--- config.mk ---
export PLATFORM = sky130hd
export DESIGN_NAME = priority_task_queue_unit
export DESIGN_NICKNAME = d
export VERILOG_FILES = /design/src/rtl/ptq_pkg.sv /design/src/rtl/ptq_cell.sv /design/src/rtl/priority_task_queue_unit.sv
export SDC_FILE = /design/constraint.sdc
export NUM_CORES = 2
export LEC_CHECK = 0
export ABC_AREA = 1
export BUFFER_PORTS_ARGS = -buffer_cell sky130_fd_sc_hd__buf_2
export CELL_PAD_IN_SITES_DETAIL_PLACEMENT = 2
export CELL_PAD_IN_SITES_GLOBAL_PLACEMENT = 2
export CORE_AREA = 2 2 482 484
export DETAILED_ROUTE_END_ITERATION = 10
export DIE_AREA = 0 0 484 486
export PLACE_DENSITY_LB_ADDON = 0.08
export SLEW_MARGIN = 10
export SYNTH_ARGS = -nofsm -noshare
export SYNTH_HDL_FRONTEND = slang
export SYNTH_SLANG_ARGS = --single-unit
export TNS_END_PERCENT = 30
--- constraint.sdc ---
create_clock -name clock -period 10.4 [get_ports clock]
set_clock_uncertainty 0.2 [all_clocks]
set_input_delay 2.08 -clock clock [delete_from_list [all_inputs] [get_ports clock]]
set_output_delay 2.08 -clock clock [all_outputs]
set_load 0.05 [all_outputs]
--- src/rtl/ptq_pkg.sv ---
// types, codes and sizes for the priority task queue
// no dependencies
`default_nettype none

package ptq_pkg;

   // queue sizing
   localparam int CAPACITY      = 16;
   localparam int PRIORITY_BITS = 8;
   localparam int PRIO_W        = (PRIORITY_BITS < 8) ? PRIORITY_BITS : 8;
   localparam int CNT_W         = $clog2(CAPACITY + 1);

   // fixed field widths of the stream words
   localparam int FIELD_PRIO_W = 8;
   localparam int DATA_W       = 32;
   localparam int OCC_W        = 5;
   localparam int STATUS_W     = 2;
   localparam int REQ_TDATA_W  = 72;
   localparam int RSP_TDATA_W  = 80;
   localparam int RSP_TUSER_W  = 3;

   // action codes
   localparam logic ACTION_ENQ = 1'b0;
   localparam logic ACTION_POP = 1'b1;

   // result status codes
   localparam logic [STATUS_W-1:0] STATUS_OK    = 2'd0;
   localparam logic [STATUS_W-1:0] STATUS_EMPTY = 2'd1;
   localparam logic [STATUS_W-1:0] STATUS_FULL  = 2'd2;

   // one stored task
   typedef struct packed {
      logic [PRIO_W-1:0] prio;
      logic [DATA_W-1:0] handler;
      logic [DATA_W-1:0] argument;
   } entry_type;

   // command broadcast to every cell
   typedef struct packed {
      logic      insert;
      logic      pop;
      entry_type ent;
   } cmd_type;

endpackage

`default_nettype wire

--- src/rtl/ptq_cell.sv ---
// one slot of the sorted task chain
// depends on ptq_pkg
`default_nettype none

module ptq_cell import ptq_pkg::*; (
   input  wire logic      clock,
   input  wire logic      reset,
   input  wire cmd_type   cmd,
   input  wire logic      prev_place,
   input  wire entry_type prev_ent,
   input  wire logic      prev_valid,
   input  wire entry_type next_ent,
   input  wire logic      next_valid,
   output      entry_type ent,
   output      logic      valid,
   output      logic      place
);

   entry_type ent_ff, ent_in;
   logic      valid_ff, valid_in;

   // new task goes here or earlier: slot empty or holds a strictly lower priority
   assign place = !valid_ff || (cmd.ent.prio > ent_ff.prio);

   // insert: take the new task at the boundary, shift up behind it
   // pop: shift down toward the head
   always_comb begin
      ent_in   = ent_ff;
      valid_in = valid_ff;
      if (cmd.insert) begin
         if (place && !prev_place) begin
            ent_in   = cmd.ent;
            valid_in = 1'b1;
         end else if (place) begin
            ent_in   = prev_ent;
            valid_in = prev_valid;
         end
      end else if (cmd.pop) begin
         ent_in   = next_ent;
         valid_in = next_valid;
      end
   end

   always_ff @(posedge clock) begin
      ent_ff <= ent_in;
      if (reset) begin
         valid_ff <= 1'b0;
      end else begin
         valid_ff <= valid_in;
      end
   end

   assign ent   = ent_ff;
   assign valid = valid_ff;

endmodule

`default_nettype wire

--- src/rtl/priority_task_queue_unit.sv ---
// Priority task queue: the rsp word of an accepted req word is registered and presented in the next cycle.
// Throughput one word per cycle, enqueue or pop, held by the rsp register only
// when rsp_tready is low; each cell compares combinationally and shifts as the word is accepted.
// Reset clears every slot valid bit, the task count and the rsp valid flag at once;
// no clearing pass, the queue takes words in the first cycle after reset.
// depends on ptq_pkg and ptq_cell
`default_nettype none

module priority_task_queue_unit import ptq_pkg::*; (
   input  wire logic                   clock,
   input  wire logic                   reset,
   input  wire logic                   req_tvalid,
   output      logic                   req_tready,
   input  wire logic [REQ_TDATA_W-1:0] req_tdata,  // priority_req[7:0], handler[39:8], argument[71:40]
   input  wire logic                   req_tuser,  // action
   output      logic                   rsp_tvalid,
   input  wire logic                   rsp_tready,
   output      logic [RSP_TDATA_W-1:0] rsp_tdata,  // out_priority[7:0], out_handler[39:8],
                                                   // out_argument[71:40], occupancy[76:72], zero
   output      logic [RSP_TUSER_W-1:0] rsp_tuser   // status[1:0], task_valid[2]
);

   cmd_type   cmd;
   entry_type cell_ent   [CAPACITY];
   logic      cell_valid [CAPACITY];
   logic      cell_place [CAPACITY];

   logic [CNT_W-1:0] count_ff, count_in;
   logic             full, empty, req_fire;

   logic                    rsp_valid_ff;
   logic [RSP_TDATA_W-1:0]  rsp_data_ff, rsp_data_in;
   logic [RSP_TUSER_W-1:0]  rsp_user_ff, rsp_user_in;
   logic [STATUS_W-1:0]     status;
   entry_type               out_ent;

   // input handshake: the rsp register frees as its word leaves
   assign req_tready = !rsp_valid_ff || rsp_tready;
   assign req_fire   = req_tvalid && req_tready;
   assign full       = (count_ff == CNT_W'(CAPACITY));
   assign empty      = (count_ff == '0);

   // command to the chain
   always_comb begin
      cmd.insert       = req_fire && (req_tuser == ACTION_ENQ) && !full;
      cmd.pop          = req_fire && (req_tuser == ACTION_POP) && !empty;
      cmd.ent.prio     = PRIO_W'(req_tdata[FIELD_PRIO_W-1:0]);
      cmd.ent.handler  = req_tdata[FIELD_PRIO_W +: DATA_W];
      cmd.ent.argument = req_tdata[FIELD_PRIO_W + DATA_W +: DATA_W];
   end

   // chain of cells, head at slot 0
   for (genvar i = 0; i < CAPACITY; i++) begin : g_cell
      logic      prev_place, prev_valid, next_valid;
      entry_type prev_ent, next_ent;

      if (i == 0) begin : g_head
         assign prev_place = 1'b0;
         assign prev_valid = 1'b0;
         assign prev_ent   = '0;
      end else begin : g_body
         assign prev_place = cell_place[i-1];
         assign prev_valid = cell_valid[i-1];
         assign prev_ent   = cell_ent[i-1];
      end

      if (i == CAPACITY - 1) begin : g_tail
         assign next_valid = 1'b0;
         assign next_ent   = '0;
      end else begin : g_link
         assign next_valid = cell_valid[i+1];
         assign next_ent   = cell_ent[i+1];
      end

      ptq_cell u_cell (
         .clock      (clock),
         .reset      (reset),
         .cmd        (cmd),
         .prev_place (prev_place),
         .prev_ent   (prev_ent),
         .prev_valid (prev_valid),
         .next_ent   (next_ent),
         .next_valid (next_valid),
         .ent        (cell_ent[i]),
         .valid      (cell_valid[i]),
         .place      (cell_place[i])
      );
   end

   // task count
   always_comb begin
      count_in = count_ff;
      if (cmd.insert) begin
         count_in = count_ff + CNT_W'(1);
      end else if (cmd.pop) begin
         count_in = count_ff - CNT_W'(1);
      end
   end

   // result word
   always_comb begin
      status = STATUS_OK;
      if (req_tuser == ACTION_ENQ && full) begin
         status = STATUS_FULL;
      end else if (req_tuser == ACTION_POP && empty) begin
         status = STATUS_EMPTY;
      end
      out_ent     = cmd.pop ? cell_ent[0] : '0;
      rsp_data_in = {3'b000, OCC_W'(count_in), out_ent.argument, out_ent.handler,
                     FIELD_PRIO_W'(out_ent.prio)};
      rsp_user_in = {cmd.pop, status};
   end

   always_ff @(posedge clock) begin
      if (req_fire) begin
         rsp_data_ff <= rsp_data_in;
         rsp_user_ff <= rsp_user_in;
      end
      if (reset) begin
         count_ff     <= '0;
         rsp_valid_ff <= 1'b0;
      end else begin
         count_ff <= count_in;
         if (req_fire) begin
            rsp_valid_ff <= 1'b1;
         end else if (rsp_tready) begin
            rsp_valid_ff <= 1'b0;
         end
      end
   end

   assign rsp_tvalid = rsp_valid_ff;
   assign rsp_tdata  = rsp_data_ff;
   assign rsp_tuser  = rsp_user_ff;

endmodule

`default_nettype wire

[Word level (Yosys, flattened, before mapping)]
Cells that the tools add are included.
Cells by class
  reductions and logical operators: 92
  add/sub/neg operators: 2
  bitwise logic cells: 1
  mux-type cells: 131
  equality and inequality tests: 17
  order comparisons: 16
Operators with widths (number)
  2-to-1 mux 72 bit: 63
  > comparator 8 bit: 16
  2-to-1 mux 1 bit: 66
  != test 3 x 1 -> 1 bit (second input constant): 15
  zero test 1 bit: 34
  AND reduction 2 bit: 16
  logical AND 1 bit: 22
  logical OR 1 bit: 17
  2-to-1 mux 5 bit: 2
  adder 5 x 1 -> 5 bit (second input constant): 1
  equality test 5 bit (second input constant): 1
  zero test 5 bit: 1
  subtractor 5 x 1 -> 5 bit (second input constant): 1
  nonzero test 2 bit: 2
  != test 2 x 1 -> 1 bit (second input constant): 1
  NOT 1 bit: 1
Storage, ports and cells
  register bits after elaboration: 1254
  word-level logic and storage cells: 329
  output and inout bits: 85

[Depth between registers and ports, before layout]
  depth in word-level cells: 7
  depth in mapped cells: 18

[By module]
Synthesis repeated with hierarchy kept, for this count alone.
Unflattened totals
  cells, all modules: 9684
  area total of the unflattened synthesis: 73392.9 um2
By module, submodules not included
  ptq_cell: area an instance 4366.7 um2, seq. area each 2182.1 um2, cells each 586, instances 16
  priority_task_queue_unit: area an instance 3525.9 um2, seq. area each 2522.4 um2, cells each 308, instances 1

[Least setup slack after synthesis]
OpenSTA, ideal clock, no wires.
  path type: input-to-reg
  start: input port rsp_tready
  end: register g_cell[0].u_cell.ent_ff, in the netlist g_cell[0].u_cell.ent[0] (enable)
  path slack: 0.588 ns
  arrival time: 9.011 ns
  library setup time: 0.601 ns
  stages on the path: 8
  cells stage by stage: inv_1 -> nand2_2 -> nand2_2 -> inv_2 -> nand3_2 -> buf_4 -> buf_4 -> o21ai_0
On the way
  longest elaborated chain between the ends: 6
  elaborated cells between the ends (all ways): 9
  those cells by class: eq/ne: 1; reduce/logical: 8
Ends and longest elaborated chain
  start: declaration: line priority_task_queue_unit.sv:17  | input wire logic rsp_tready,
  logical OR 1 bit *: line priority_task_queue_unit.sv:38  | assign req_tready = !rsp_valid_ff || rsp_tready;
  named net req_tready: line priority_task_queue_unit.sv:13  | output logic req_tready,
  logical AND 1 bit *: line priority_task_queue_unit.sv:39  | assign req_fire = req_tvalid && req_tready;
  named net req_fire: line priority_task_queue_unit.sv:29  | logic full, empty, req_fire;
  logical AND 1 bit, on equally long branches (2 in series): line priority_task_queue_unit.sv:45, priority_task_queue_unit.sv:46
  != test 2 x 1 -> 1 bit (no source line) / nonzero test 2 bit (equally long branches)
  AND reduction 2 bit (no source line) *
  end signal: assignment: line ptq_cell.sv:45  | ent_ff <= ent_in;
  end: declaration: line ptq_cell.sv:19  | entry_type ent_ff, ent_in;
The timed path passes the listed nets; every way through them passes the cells marked *.
A chain may end at the register's enable or synchronous reset.

[Worst setup path after layout]
  start: input port req_tdata[3]
  end: register g_cell[14].u_cell.ent_ff, in the netlist g_cell[14].u_cell.ent[33] (enable)
On the way
  longest elaborated chain between the ends: 6
  elaborated cells between the ends (all ways): 8
  those cells by class: order compare: 2; eq/ne: 1; reduce/logical: 5
Ends and longest elaborated chain
  start: declaration: line priority_task_queue_unit.sv:14  | input wire logic [REQ_TDATA_W-1:0] req_tdata,
  > comparator 8 bit: line ptq_cell.sv:23  | assign place = !valid_ff || (cmd.ent.prio > ent_ff.prio);
  logical OR 1 bit: line ptq_cell.sv:23
  zero test 1 bit: line ptq_cell.sv:31  | if (place && !prev_place) begin
  logical AND 1 bit: line ptq_cell.sv:31
  != test 3 x 1 -> 1 bit (no source line) *
  AND reduction 2 bit (no source line) *
  end signal: assignment: line ptq_cell.sv:45
  end: declaration: line ptq_cell.sv:19
Mark *: on every way between the ends. The rest lies on a longest branch, timed or not.

==> impl_metrics.csv <==
group,metric,value,unit
status,status,"finished, final reports clean",
logic_synthesis,syn-cell-area,73160,µm²
pwr,p_leak,37.95,nW
drt,first_pass_iters,6,
worst_setup_path,timing.critical_path.mode_cell,"nand2_1",
global_route,gr-total-overflow,0,
floorplanning,die_area,235200,µm²
pwr,p_int,0.01016,W
pwr,clockPowerShare,0.358,
cts,cts_hold_buf,0,
worst_setup_path,critPathTopFamily,"buffers and inverters",
global_route,grt_pass1_vias,67510,
floorplanning,dieWidth,484,µm
cts,clockBufferDepth,3,
cells_and_area,drive_above_1_share,0.05837,
global_route,grt_pass1_wl,443300,µm
drt,viasPerCell,5.134,
pwr,power,0.01517,W
cts,post_cts_resized,0,
pwr,power_frac_seq,0.441,
logic_synthesis,yosysWarnings,0,
pwr,cellPowerDensity,189.5,nW/µm²
global_route,grt_max_degree,190,
sta,finalSetupViolations,0,
drt,first_iter_violations,4095,
drt,wl_per_cell,23.78,µm
cts,cts_tree,"done",
placement,post-dp-hpwl,190000,µm
sta,max_clock_freq,0.1700,GHz
worst_setup_path,required,10.61,ns
sta,setup_tns,0,ns
pwr,p_sw,0.005010,W
floorplanning,fp-row-count,176,
min_path,hold_path_class,"reg -> reg",
drt,wirelength,290000,µm
floorplanning,io_pins,162,
sta,min_period,5.882,ns
placement,gp_congestion,0.7827,
sta,finalCritPeriodShare,0.5656,
sta,slew_violations,0,
logic_synthesis,seq_area_frac_synth,0.5117,
global_route,grt_antenna_before_repair,8,
worst_setup_path,cpPeakStageDelay,0.78,ns
cts,cts-root-buf,"clkbuf_16",
sta,rsz0062_at_grt,"no",
floorplanning,initial_core_util,0.3188,
logic_synthesis,synth_cell_types,30,
logic_synthesis,netlist_instances,9290,
worst_setup_path,cp-end-kind,"flip-flop",
worst_setup_path,critPathBufInv,5,
pwr,ir_drop,0.1589,mV
worst_setup_path,critical_path.max_fanout,72,
floorplanning,die_y,486,µm
cts,htree_levels,4,
floorplanning,placeableCoreArea,229500,µm²
pwr,swShare,0.3303,
logic_synthesis,syn_area_per_cell,7.875,µm²
cts,cts.sinks,1254,
placement,io_buffer_count,158,
flow_run,maxCapViolations,0,
worst_setup_path,setup.worst_path.start_class,"input port",
worst_setup_path,critPathSlowestCell,"inv_4",
cells_and_area,layout.nets,9247,
cells_and_area,final_core_util,0.3489,
cts,post_cts_buffers,0,
sta,relSlewSlack,0.1642,
cts,numCtsBuffers,163,
worst_setup_path,crit_arrival,6.10,ns
pwr,comb_power_share,0.201,
logic_synthesis,synth-seq-cells,1254,
cells_and_area,syn_to_final_growth,9.437,%
cts,clkTransAtPathRegs,0.06,ns
worst_setup_path,path_class,"in -> reg",
drt,drc,0,
worst_setup_path,path_cells,"buf_2 -> ha_1 -> nand2_1 -> inv_2 -> nand2_1 -> nand2_1 -> nand2_1 -> nand2_1 -> nand2_1 -> nand2_4 -> inv_4 -> nand2_1 -> nand2_1 -> clkinv_2 -> buf_4",
sta,tightest_slew,1.252,ns
cts,worstSkewPairLatency,0.83,ns
sta,hold_viol,0,
drt,antenna_left,0,
drt,vias,62600,
global_route,groute.usage.overall,0.2436,
-- path summary, 6_finish.rpt --
check / from / endpoint / slack (ns) / cells after the start
setup / recovery: req_tdata[3] / g_cell[14].u_cell.ent[33] / 4.52 / 15
hold / removal: rsp_tvalid / rsp_tvalid / 0.32 / 2
setup reg to reg: count_ff[0] / g_cell[8].u_cell.ent[40] / 5.62 / 10
hold reg to reg: rsp_tvalid / rsp_tvalid / 0.32 / 2
-- worst register-to-register path, stage by stage, from the launching register on --
cell and delay, ns:
dfxtp_1 0.36, inv_1 0.13, ha_1 0.25, nand4_1 0.19
nand3_4 0.42, inv_8 0.64, buf_4 0.64, nand2_1 0.16
nand2_1 0.10, clkinv_2 0.61, buf_4 0.68
-- placed cells by master (no fill, tap or decap), types with 2 or more instances in the layout --
master / n
edfxtp_1: 1232
bufinv_16: 5
diode_2: 3
clkinv_2: 30
conb_1: 3
o21ai_0: 93
a21oi_1: 109
inv_4: 2
inv_6: 6
clkbuf_16: 167
clkinvlp_4: 2
xor2_1: 3
nand2_2: 8
a21o_1: 16
nand2_1: 3400
inv_16: 2
a21oi_4: 14
buf_12: 10
inv_1: 1202
nand3_1: 2107
nand4_1: 17
buf_2: 158
clkinv_1: 46
inv_2: 5
nor2_1: 190
o21ai_1: 9
ha_1: 130
dfxtp_1: 22
buf_4: 96
nand2_4: 24
clkinv_8: 2
clkbuf_1: 46
-- power groups by stage --
| stage | Combinational [W] | Clock [W] | Sequential (W) |
|---|---|---|---|
| floorplan | 0.00195 | 0 | 0.00675 |
| global placement | 0.00297 | 0 | 0.00676 |
| detailed placement | 0.00307 | 0 | 0.00678 |
| CTS | 0.00309 | 0.00557 | 0.00668 |
| global route | 0.00342 | 0.00574 | 0.00675 |
| finish | 0.00306 | 0.00543 | 0.00668 |
-- registers in the layout, summed over array words and instances, names as in the netlist --
| name | flops |
|---|---|
| count_ff | 5 |
| rsp_tvalid | 1 |
| rsp_tdata | 77 |
| g_cell.u_cell.valid | 16 |
| rsp_tuser | 3 |
| g_cell.u_cell.ent | 1152 |
-- synthesized netlist by cell type, drive strengths merged --
cell	n	area share
o22ai	1	0.000086
clkbuf	143	0.0073
inv	1225	0.063
o21ai	103	0.0070
nor2	190	0.0097
a211oi	1	0.00010
nand2	3433	0.18
ha	130	0.022
clkinv	1	0.000051
o211ai	1	0.00010
buf	538	0.044
edfxtp	1232	0.51
nand4	17	0.0015
conb	1	0.000051
nor3	1	0.000068
o31ai	1	0.00010
a21o	16	0.0016
xor2	3	0.00036
nand3	2108	0.14
dfxtp	22	0.0060
a21oi	123	0.0091
-- layer usage --
metal | vias up | global-route usage | part of all wire
li1 | 29450 | - | -
met1 | 31650 | 0.3535 | 0.50
met2 | 1211 | 0.3827 | 0.44
met3 | 294 | 0.02942 | 0.041
met4 | 0 | 0.06310 | 0.024
met5 | - | 0 | 0
-- area by class of cell --
cell class / instances / area [µm²]
sequential: 1254 / 37440
tap: 3026 / 3786
fill: 26480 / 149400
antenna: 3 / 7.507
multi-input combinational: 6131 / 27600
timing repair buffer: 264 / 1712
clock buffer: 213 / 4352
clock inverter: 77 / 534.3
inverter: 1226 / 4633
-- metrics by stage --
| stage | area, µm² | setup slack, ns | hold slack, ns | std cells |
|---|---|---|---|---|
| global placement | 75170 | 3.647 | 0.2963 | 11900 |
| floorplan | 73170 | 0.5878 | 0.2735 | 9292 |
| finish | 80060 | 4.518 | 0.3160 | 12190 |
| detailed placement | 75170 | 3.650 | 0.3080 | 11900 |
| CTS | 80060 | 4.531 | 0.3195 | 12190 |
| global route | 80060 | 4.210 | 0.3407 | 12190 |
-- logic make-up (layout without fill, tap and decap cells) --
logic type	count (synthesis)	in the layout	synth area share
AND/OR/NAND/NOR	5749	5749	0.3328
buffers and inverters	1907	1780	0.1147
flip-flops	1254	1254	0.5117
AO/OA/AOI/OAI	246	246	0.01816
adder cells (fa/ha/maj)	130	130	0.02223
XOR/XNOR	3	3	0.0003592
other	1	6	0.00005126
(Power assumes the default switching activity.)
